**config.mk**
```make
export PLATFORM = sky130hd
export DESIGN_NAME = pqes_ctrl
export DESIGN_NICKNAME = d
export VERILOG_FILES = /design/src/design/pqes_pkg.sv /design/src/design/pqes_ctrl.sv
export SDC_FILE = /design/constraint.sdc
export NUM_CORES = 1
export LEC_CHECK = 0
export BUFFER_PORTS_ARGS = -buffer_cell sky130_fd_sc_hd__buf_2
export CELL_PAD_IN_SITES_DETAIL_PLACEMENT = 0
export CELL_PAD_IN_SITES_GLOBAL_PLACEMENT = 2
export CORE_UTILIZATION = 28
export DETAILED_ROUTE_END_ITERATION = 16
export GPL_TIMING_DRIVEN = 0
export PLACE_DENSITY = 0.82
export SYNTH_ARGS = -nofsm -noshare
export SYNTH_HDL_FRONTEND = slang
export SYNTH_SLANG_ARGS = --single-unit
```
**constraint.sdc**
```tcl
create_clock -name clk -period 1.94 [get_ports clk]
set_clock_uncertainty 0.15 [all_clocks]
set_input_delay 0 -clock clk [delete_from_list [all_inputs] [get_ports clk]]
set_output_delay 0 -clock clk [all_outputs]
set_load 0.02 [all_outputs]
```
**src/design/pqes_pkg.sv**
```systemverilog
`default_nettype none
package pqes_pkg;

  localparam int FRAC_BITS  = 16;
  localparam int TRIG_STEPS = 16;

  // angle reduction: |theta| in unsigned Q16.30, one conditional subtract of 2pi*2^k per cycle
  localparam int MAG_W     = 62 - FRAC_BITS;
  localparam int RED_STEPS = MAG_W - 32;
  localparam int RED_CW    = $clog2(RED_STEPS);
  localparam int ROT_CW    = $clog2(TRIG_STEPS);

  localparam int RW = 36;   // CORDIC word
  localparam int MW = 34;   // multiplier operand
  localparam int PW = 2 * MW;
  localparam int SW = PW + 2;

  localparam logic [33:0]          TWO_PI_U    = 34'd6746518852;
  localparam logic signed [RW-1:0] Q30_PI      = 36'sd3373259426;
  localparam logic signed [RW-1:0] Q30_HALF_PI = 36'sd1686629713;
  localparam logic signed [RW-1:0] Q30_TWO_PI  = 36'sd6746518852;
  localparam logic signed [RW-1:0] Q30_GAIN    = 36'sd652032874;

  localparam logic [63:0] MOVE_THR = 64'((65'd1 << (2 * FRAC_BITS)) / 10000);

  typedef enum logic [2:0] {
    REG_INV_MASS, REG_ARM_OVER_INERTIA, REG_GRAVITY, REG_TIME_STEP,
    REG_INITIAL_X, REG_INITIAL_Y, REG_INITIAL_ANGLE
  } reg_idx_t;

  typedef enum logic [2:0] {
    ST_IDLE, ST_RED, ST_FOLD, ST_ROT, ST_MISS, ST_MWB, ST_FIN
  } state_t;

  typedef enum logic [4:0] {
    OP_SIN1, OP_SIN2, OP_COS1, OP_COS2, OP_ANG,
    OP_SQ_VX, OP_SQ_VY, OP_SQ_W, OP_SQ_AX, OP_SQ_AY, OP_SQ_AW,
    OP_UP_PX, OP_UP_PY, OP_UP_AN, OP_UP_VX, OP_UP_VY, OP_UP_W
  } mop_t;

  typedef struct packed {
    logic              load_in;
    logic              red_step;
    logic [RED_CW-1:0] red_k;
    logic              fold;
    logic              rot_step;
    logic [ROT_CW-1:0] rot_i;
    logic              mul_iss;
    logic              mul_wb;
    mop_t              mop;
    logic              out_load;
  } dp_cmd_t;

  function automatic logic [31:0] atan_q30(input logic [4:0] idx);
    logic [31:0] v;
    unique case (idx)
      5'd0:  v = 32'h3243F6A8;
      5'd1:  v = 32'h1DAC6705;
      5'd2:  v = 32'h0FADBAFC;
      5'd3:  v = 32'h07F56EA6;
      5'd4:  v = 32'h03FEAB76;
      5'd5:  v = 32'h01FFD55B;
      5'd6:  v = 32'h00FFFAAA;
      5'd7:  v = 32'h007FFF55;
      5'd8:  v = 32'h003FFFEA;
      5'd9:  v = 32'h001FFFFD;
      5'd10: v = 32'h000FFFFF;
      5'd11: v = 32'h0007FFFF;
      5'd12: v = 32'h0003FFFF;
      5'd13: v = 32'h0001FFFF;
      5'd14: v = 32'h0000FFFF;
      5'd15: v = 32'h00007FFF;
      5'd16: v = 32'h00003FFF;
      5'd17: v = 32'h00001FFF;
      5'd18: v = 32'h00000FFF;
      5'd19: v = 32'h000007FF;
      5'd20: v = 32'h000003FF;
      5'd21: v = 32'h000001FF;
      5'd22: v = 32'h000000FF;
      5'd23: v = 32'h0000007F;
      default: v = 32'h0;
    endcase
    return v;
  endfunction

  function automatic logic signed [31:0] sat32(input logic signed [SW-1:0] v);
    logic signed [31:0] r;
    if (v > $signed(SW'(32'sh7FFFFFFF))) r = 32'sh7FFFFFFF;
    else if (v < $signed(SW'(-33'sh80000000))) r = 32'sh80000000;
    else r = v[31:0];
    return r;
  endfunction

endpackage
`default_nettype wire

```
**src/design/pqes_ctrl.sv**
```systemverilog
`default_nettype none
module pqes_ctrl (
  input  wire logic              clk,
  input  wire logic              rst_n,
  input  wire logic              in_valid,
  input  wire logic              in_restart,
  output logic                   in_ready,
  output logic                   out_valid,
  input  wire logic              out_ready,
  output pqes_pkg::dp_cmd_t      cmd
);

  pqes_pkg::state_t                state_r, state_nxt;
  logic [pqes_pkg::RED_CW-1:0]     red_k_r;
  logic [pqes_pkg::ROT_CW-1:0]     rot_i_r;
  pqes_pkg::mop_t                  mop_r;
  logic                            out_valid_r;
  logic                            accept;
  logic                            slot_free;

  assign in_ready  = (state_r == pqes_pkg::ST_IDLE);
  assign accept    = in_valid && in_ready;
  assign slot_free = !out_valid_r || out_ready;
  assign out_valid = out_valid_r;

  always_comb begin
    state_nxt = state_r;
    unique case (state_r)
      pqes_pkg::ST_IDLE: begin
        if (accept) state_nxt = in_restart ? pqes_pkg::ST_FIN : pqes_pkg::ST_RED;
      end
      pqes_pkg::ST_RED: begin
        if (red_k_r == '0) state_nxt = pqes_pkg::ST_FOLD;
      end
      pqes_pkg::ST_FOLD: state_nxt = pqes_pkg::ST_ROT;
      pqes_pkg::ST_ROT: begin
        if (rot_i_r == pqes_pkg::ROT_CW'(pqes_pkg::TRIG_STEPS - 1))
          state_nxt = pqes_pkg::ST_MISS;
      end
      pqes_pkg::ST_MISS: state_nxt = pqes_pkg::ST_MWB;
      pqes_pkg::ST_MWB: begin
        state_nxt = (mop_r == pqes_pkg::OP_UP_W) ? pqes_pkg::ST_FIN : pqes_pkg::ST_MISS;
      end
      pqes_pkg::ST_FIN: begin
        if (slot_free) state_nxt = pqes_pkg::ST_IDLE;
      end
      default: state_nxt = pqes_pkg::ST_IDLE;
    endcase
  end

  always_comb begin
    cmd          = '0;
    cmd.red_k    = red_k_r;
    cmd.rot_i    = rot_i_r;
    cmd.mop      = mop_r;
    cmd.load_in  = accept;
    cmd.red_step = (state_r == pqes_pkg::ST_RED);
    cmd.fold     = (state_r == pqes_pkg::ST_FOLD);
    cmd.rot_step = (state_r == pqes_pkg::ST_ROT);
    cmd.mul_iss  = (state_r == pqes_pkg::ST_MISS);
    cmd.mul_wb   = (state_r == pqes_pkg::ST_MWB);
    cmd.out_load = (state_r == pqes_pkg::ST_FIN) && slot_free;
  end

  always_ff @(posedge clk) begin
    if (!rst_n) begin
      state_r     <= pqes_pkg::ST_IDLE;
      red_k_r     <= '0;
      rot_i_r     <= '0;
      mop_r       <= pqes_pkg::OP_SIN1;
      out_valid_r <= 1'b0;
    end else begin
      state_r <= state_nxt;
      if (state_r == pqes_pkg::ST_IDLE) begin
        red_k_r <= pqes_pkg::RED_CW'(pqes_pkg::RED_STEPS - 1);
        rot_i_r <= '0;
        mop_r   <= pqes_pkg::OP_SIN1;
      end
      if (state_r == pqes_pkg::ST_RED) red_k_r <= red_k_r - 1'b1;
      if (state_r == pqes_pkg::ST_ROT) rot_i_r <= rot_i_r + 1'b1;
      if (state_r == pqes_pkg::ST_MWB && mop_r != pqes_pkg::OP_UP_W)
        mop_r <= pqes_pkg::mop_t'(mop_r + 5'd1);
      if (cmd.out_load) out_valid_r <= 1'b1;
      else if (out_ready) out_valid_r <= 1'b0;
    end
  end

endmodule
`default_nettype wire

```
==> results.cfg, run 1 <==
[status]
status = finished, final reports clean

[power]
total_leakage_power_nw = 0.536
powerDensity_nw_per_um2 = 1230
vdd_ir_drop_max_mv = 0.443

[drt]
drtAntennaViolNets = 0
routedWlPerCell_um = 12.2
drt_iter0_drc = 35
routed_wl_mm = 2.44
vias = 986
first_pass_iters = 4
vias_per_cell = 4.91
drc = 0

[timing]
worst-slew-pin-transition_ns = 0.493
worst_hold_slack_ns = 0.0300
fmax_mhz = 548
setup_viol = 0
slew_viol_final = 0
fin_crit_sh_pct = 94.1
finalHoldViolations = 0
slew_headroom_pct = 67.2
fin_tns_setup_ns = 0
rsz0062_at_grt = false
fin_crit_ns = 1.83
setup_slack_ns = 0.114

[global_route]
grt_max_degree = 11
antenna_found_initial = 0
grt_pass1_vias = 866
grtUsageTotal_pct = 14.6
grt_pass1_wl_mm = 3.98
grt-ovfl-total = 0

[worst_setup_path]
worst_path_largest_cell_delay_ns = 0.43
startpoint = state_r[0]
path_cells = or3_1 > inv_1 > and2_1 > buf_4 > buf_2
slowest_stage = or3_1
crit_cells = 5
crit_path_end = cmd[19]
crit_family = simple AND/OR/NAND/NOR gates
worstRegToRegCells = 6
arrival_ns = 1.68
crit_path_start_kind = register
worstPathMaxFanout = 7
worst_setup_path_end_kind = output port
r2r_setup_slack_ns = 0.23
worstSetupPathType = register to output port
cp.required_ns = 1.79
r2r-start = mop_r[0]
critPathBufInv = 3
timing.rr.end = mop_r[1]

[synthesis]
syn_inst = 122
synthArstFlopShare_pct = 0
synth.avg_cell_area_sq_um = 8.07
ys_seq_elements = 17
syn_nets = 131
syn-cell-area_sq_um = 985
synth_ff_type = dfxtp_1
ys_warn_count = 0
yosysSeqAreaShare_pct = 34.6
yosysUniqueCellTypes = 36
synth-edff-count = 0

[clock_tree]
clk_latency_ns = 0.30
cts_buffers = 3
clockBufferDepth = 2
cts_tree = built
cts_post_setup_buffers_inserted = 0
htree_levels = 1
ctsRootBufferMaster = clkbuf_4
clkTransAtPathRegs_ns = 0.10
clock-sinks = 17

[run]
cap_violations = 0

[floorplan]
io_pins = 27
num_rows = 21
die_area_sq_um = 3760
initial_core_util_pct = 29.3
dieHeight_um = 61.3
core-area_sq_um = 3360
die_x_um = 61.3

[placed_design]
detailed_place_hpwl_mm = 1.80
place_ws_ns = 0.245
place.gp.congestion = 0.768
io_buffers = 26

[min_path]
hold_path.class = input pin to register

[final_layout]
final_nets = 165
final_cell_mix = buf_2, dfxtp_1, a21oi_1
n_antenna_cell = 0
area_delta_synth_final_pct = 25.3
layout_commonest_cell = buf_2
final_layout_size_suffix_gt1_share_pct = 24.5
## cell families (layout without fill, tap and decap cells)
family	count (synthesis)	count (layout)	synth area share (%)
flops	17	17	34.6
compound gates	33	33	18.9
buf+inv	14	47	6.86
mux	2	2	2.16
fa+ha+maj	4	4	5.08
simple gates	52	52	32.4
## registers in the layout (all words and copies together), names as in the netlist
signal and count:
mop_r 5, rot_i_r 4, state_r 3, out_valid 1, red_k_r 4
## tightest hold or removal path, stage by stage
cell      delay [ns]
buf_2           0.09
nand2b_1        0.06
nand3_1         0.13
a21oi_1         0.08
nor2_1          0.09
## cells in the mapped netlist (2+ instances only)
cell | number | area [sq um]
a211oi_1 | 2 | 15.0
a21oi_1 | 16 | 80.1
and2_1 | 3 | 18.8
and3_1 | 2 | 12.5
and3b_1 | 3 | 26.3
buf_2 | 3 | 15.0
clkbuf_1 | 2 | 7.51
dfxtp_1 | 17 | 340
ha_1 | 4 | 50.1
inv_1 | 7 | 26.3
nand2_1 | 4 | 15.0
nand2b_1 | 3 | 18.8
nand3_1 | 5 | 25.0
nand3b_1 | 3 | 22.5
nand4_1 | 2 | 12.5
nand4bb_1 | 2 | 22.5
nor2_1 | 8 | 30.0
nor2b_1 | 5 | 31.3
nor3_1 | 2 | 10.0
nor3b_1 | 3 | 22.5
o21ai_0 | 10 | 50.1
or3_1 | 2 | 12.5
## repair_timing
action | 4_1_cts | 5_1_grt
endpoints found under the hold margin | 9 | 0
hold buffers | 3 | 0
endpoints found under the setup margin | 0 | 1
gates resized for setup | 0 | 1
## worst min-delay path by stage
stage | from | end | slack, ns | cells past startpoint
after floorplan | rst_n | red_k_r[3] | -0.01 | 2
after global placement | rst_n | red_k_r[3] | 0.11 | 3
after detailed placement | rst_n | red_k_r[3] | 0.13 | 3
after CTS | in_valid | state_r[1] | 0.006 | 5
after global routing | in_valid | state_r[1] | 0.09 | 5
final | in_valid | state_r[1] | 0.03 | 5
## metal layers
metal	GRT usage [%]	routed length, um
met2	22.4	1050
met4	6.82	43
met5	0	0
met3	1.89	113
met1	20.2	1240
## cell type report
cell class                      count  area (sq um)
Buffer                              7          41.3
Multi-Input combinational cell     91           582
Fill cell                         377          2130
Sequential cell                    17           340
Clock buffer                        4          26.3
Timing Repair Buffer               29           160
Inverter                            7          26.3
Tap cell                           46          57.6
## power breakdown
group	leakage (nW)	total, mW	internal, mW	switching, mW
registers	0.139	0.509	0.415	0.0944
clock network	0.0150	0.200	0.0804	0.119
logic	0.382	0.808	0.311	0.498
## metrics by stage
step	utilization [%]	std cells	power [mW]	cell area, sq um
2_1_floorplan	-	122	1.08	985
3_3_place_gp	34.9	194	1.31	1170
3_5_place_dp	34.9	194	1.31	1170
4_1_cts	36.5	201	1.52	1230
5_1_grt	36.7	201	1.64	1230
6_report	36.7	201	1.52	1230
(Power assumes the default switching activity.)
==> run 2, diff against run 1 <==
BUFFER_PORTS_ARGS = default   (was -buffer_cell sky130_fd_sc_hd__buf_2)
CORE_UTILIZATION = 34   (was 28)
DONT_BUFFER_PORTS = 1   (was default)
PLACE_DENSITY = 0.81   (was 0.82)
SKIP_LAST_GASP = 1   (was default)
==> run 2 against run 1 <==
Net effect:
- power is 5.3% lower
- core utilization is 3.8 points higher
- cell area is 9.4% lower
- combinational power is 16% lower
- largest power group unchanged
- critical path depth is 1 lower
==> results.cfg, run 2 (same netlist as run 1, synthesis figures left out) <==
[floorplan]
die_x_um = 55.8
die_area_sq_um = 3120
dieHeight_um = 55.8
initial_core_util_pct = 35.7
core-area_sq_um = 2760
io_pins = 27
num_rows = 19

[global_route]
grt-ovfl-total = 0
grt_pass1_wl_mm = 3.90
grtUsageTotal_pct = 15.7
grt_pass1_vias = 845
grt_max_degree = 11
antenna_found_initial = 0

[timing]
fin_crit_ns = 1.74
fin_tns_setup_ns = 0
fin_crit_sh_pct = 89.7
slew_headroom_pct = 66.6
finalHoldViolations = 0
setup_viol = 0
slew_viol_final = 0
rsz0062_at_grt = false
worst_hold_slack_ns = 0.0834
worst-slew-pin-transition_ns = 0.502
fmax_mhz = 574

[worst_setup_path]
worst_setup_path_end_kind = output port
worstPathMaxFanout = 8
crit_path_start_kind = register
crit_family = simple AND/OR/NAND/NOR gates
worstRegToRegCells = 6
cp.required_ns = 1.79
worstSetupPathType = register to output port
crit_cells = 4
arrival_ns = 1.59
path_cells = or3_1 > inv_2 > and2_1 > buf_4
critPathBufInv = 2
slowest_stage = or3_1
worst_path_largest_cell_delay_ns = 0.43

[clock_tree]
clk_latency_ns = 0.30
htree_levels = 1
cts_post_setup_buffers_inserted = 0
clockBufferDepth = 2
ctsRootBufferMaster = clkbuf_4
clkTransAtPathRegs_ns = 0.11
cts_buffers = 3
clock-sinks = 17
cts_tree = built

[placed_design]
place.gp.congestion = 0.779
detailed_place_hpwl_mm = 1.63
io_buffers = 0
dp_cells = 153
place_area_sq_um = 1020

[final_layout]
area_delta_synth_final_pct = 13.5
final_cell_area_sq_um = 1120
final_nets = 140
final_layout_size_suffix_gt1_share_pct = 12.3
largest_reg_flops = 5
finalNonFillerCells = 161
reg_top3 = mop_r x5, red_k_r x4, rot_i_r x4
regMostFlops = mop_r
final_cell_mix = dfxtp_1, a21oi_1, o21ai_0
n_antenna_cell = 0
layout_commonest_cell = dfxtp_1

[power]
powerDensity_nw_per_um2 = 1290
total_leakage_power_nw = 0.416
vdd_ir_drop_max_mv = 0.753
power_mw = 1.44

[drt]
drtAntennaViolNets = 0
vias = 893
routed_wl_mm = 2.30
vias_per_cell = 5.55
first_pass_iters = 4
drc = 0
routedWlPerCell_um = 14.3
drt_iter0_drc = 21

[min_path]
hold_path.class = input pin to output port
worstHoldPathCells = 2

[status]
status = finished, final reports clean

[run]
cap_violations = 0
run 2: per-stage QoR:
stage          util (%)  worst slack (ns)
6_report           40.5             0.199
5_1_grt            40.5            0.0650
4_1_cts            39.7            0.0189
3_5_place_dp       37.1           -0.0433
3_3_place_gp       37.1           -0.0504
2_1_floorplan         -             0.209
run 2: final timing paths:
path,from,endpoint,slack [ns]
worst max-delay path,state_r[1],cmd[19],0.20
worst min-delay path,in_valid,cmd[19],0.08
worst max register to register,mop_r[0],mop_r[1],0.20
worst min register to register,rot_i_r[3],rot_i_r[3],0.45
run 2: final cells by class:
| type | count | area [sq um] |
|---|---|---|
| Multi-Input combinational cell | 91 | 603 |
| Timing Repair Buffer | 4 | 40.0 |
| Buffer | 7 | 41.3 |
| Clock buffer | 3 | 22.5 |
| Tap cell | 31 | 38.8 |
| Sequential cell | 17 | 340 |
| Clock inverter | 1 | 5.00 |
| Fill cell | 289 | 1640 |
| Inverter | 7 | 26.3 |
run 2: per-layer routing:
| metal | global-route usage (%) | up-vias | wire length, um |
|---|---|---|---|
| li1 | - | 452 | - |
| met1 | 21.7 | 415 | 1150 |
| met2 | 23.4 | 24 | 1000 |
| met3 | 6.28 | 2 | 133 |
| met4 | 3.14 | 0 | 17 |
| met5 | 0 | - | 0 |
run 2: power breakdown:
part / internal (mW) / switching, mW
Combinational: 0.250 / 0.432
Clock: 0.0769 / 0.124
Sequential: 0.415 / 0.138
Total: 0.742 / 0.694
run 2: repair_timing:
| action | in CTS | in global routing |
|---|---|---|
| setup endpoints to repair | 3 | 4 |
| gates resized for setup | 1 | 3 |
| hold endpoints to repair | 10 | 0 |
| hold buffers | 4 | 0 |
==> run 3, diff against run 2 <==
RECOVER_POWER = 100   (was default)
==> run 3 against run 2 <==
Net effect:
- global-route usage is the same
- clock power is essentially flat
- hold slack gained 0.0086 ns
- die area is the same
- critical path type is now register to register
- critical endpoint is now mop_r[1]
- largest cell class unchanged
==> results.cfg, run 3 (same netlist as run 1, synthesis figures left out) <==
[clock_tree]
htree_levels = 1
clock-sinks = 17
cts_buffers = 3
cts_post_setup_buffers_inserted = 0
clockBufferDepth = 2
cts_tree = built
clk_latency_ns = 0.31
ctsRootBufferMaster = clkbuf_4
clkTransAtPathRegs_ns = 0.11

[final_layout]
reg_top3 = mop_r x5, red_k_r x4, rot_i_r x4
area_delta_synth_final_pct = 13.2
largest_reg_flops = 5
final_layout_size_suffix_gt1_share_pct = 11.5
layout_commonest_cell = dfxtp_1
final_nets = 140
regMostFlops = mop_r
finalNonFillerCells = 161
final_cell_mix = dfxtp_1, a21oi_1, o21ai_0
finish.utilization_pct = 40.4
n_antenna_cell = 0
final_cell_area_sq_um = 1110

[status]
status = finished, final reports clean

[min_path]
hold_path.class = input pin to output port

[timing]
fin_tns_setup_ns = 0
fin_crit_ns = 1.78
finalHoldViolations = 0
setup_viol = 0
fin_crit_sh_pct = 91.8
setup_slack_ns = 0.159
slew_viol_final = 0
worst_hold_slack_ns = 0.0920
worst-slew-pin-transition_ns = 0.494
fmax_mhz = 561
rsz0062_at_grt = false
slew_headroom_pct = 66.9

[power]
power_mw = 1.44
powerDensity_nw_per_um2 = 1290
vdd_ir_drop_max_mv = 0.758
total_leakage_power_nw = 0.412

[floorplan]
die_x_um = 55.8
core-area_sq_um = 2760
dieHeight_um = 55.8
initial_core_util_pct = 35.7
io_pins = 27
num_rows = 19
die_area_sq_um = 3120

[drt]
routed_wl_mm = 2.31
vias_per_cell = 5.54
vias = 892
drtAntennaViolNets = 0
first_pass_iters = 5
routedWlPerCell_um = 14.4
drc = 0
drt_iter0_drc = 18

[worst_setup_path]
r2r-start = mop_r[0]
r2r_setup_slack_ns = 0.16
worstSetupPathType = register to register
timing.rr.end = mop_r[1]
crit_path_start_kind = register
worstPathMaxFanout = 5
arrival_ns = 1.88
worst_setup_path_end_kind = register
startpoint = mop_r[0]
crit_path_end = mop_r[1]
worstRegToRegCells = 6
cp.required_ns = 2.03

[placed_design]
io_buffers = 0
place_ws_ns = -0.0433
place_area_sq_um = 1020
detailed_place_hpwl_mm = 1.63
place.gp.congestion = 0.779
dp_cells = 153

[run]
cap_violations = 0

[global_route]
antenna_found_initial = 0
grt-ovfl-total = 0
grtUsageTotal_pct = 15.7
grt_pass1_wl_mm = 3.90
grt_max_degree = 11
grt_pass1_vias = 845
[run 3: cell types whose count changed in the layout (fill, tap and decap cells not counted)]
cell,change
and2_0,+1
clkbuf_2,+2
buf_2,-2
and2_4,-1
[run 3: how the worst min path moves through the flow]
stage	from	end	slack (ns)	cells after the start
3_3_place_gp	rst_n	red_k_r[3]	-0.006	2
4_1_cts	in_valid	cmd[19]	0.08	2
3_5_place_dp	rst_n	red_k_r[3]	0.00004	2
5_1_grt	in_valid	cmd[19]	0.11	2
2_1_floorplan	rst_n	red_k_r[3]	-0.01	2
6_report	in_valid	cmd[19]	0.09	2
[run 3: layout make-up]
class | count | area, sq um
flip-flops and latches | 17 | 340
clock buffers | 3 | 22.5
plain buffers | 7 | 41.3
multi-input cells | 91 | 601
well taps | 31 | 38.8
clock inverters | 1 | 5.00
repair buffers | 4 | 40.0
inverters | 7 | 26.3
fillers | 290 | 1640
[run 3: where the power goes]
| part | switching [mW] | total (mW) | internal, mW |
|---|---|---|---|
| Combinational | 0.434 | 0.681 | 0.247 |
| Sequential | 0.138 | 0.553 | 0.415 |
| Clock | 0.125 | 0.202 | 0.0770 |
[run 3: routing by layer]
metal	up-vias	routed length (um)	track usage (%)
met4	0	17	3.14
met2	22	991	23.4
met1	414	1180	21.7
li1	454	-	-
met5	-	0	0
met3	2	121	6.28
[run 3: worst max-delay path, stage by stage, from the launching register on]
cell and delay, ns:
dfxtp_1 0.43, inv_1 0.10, ha_1 0.20, nand4bb_4 0.15
and2_1 0.24, or3_1 0.32, a21oi_1 0.13
[run 3: what timing repair did]
item                                    in CTS  in global routing
hold buffers                                 4                  0
resized for setup                            1                  3
endpoints found under the setup margin       3                  4
hold endpoints to repair                    10                  0
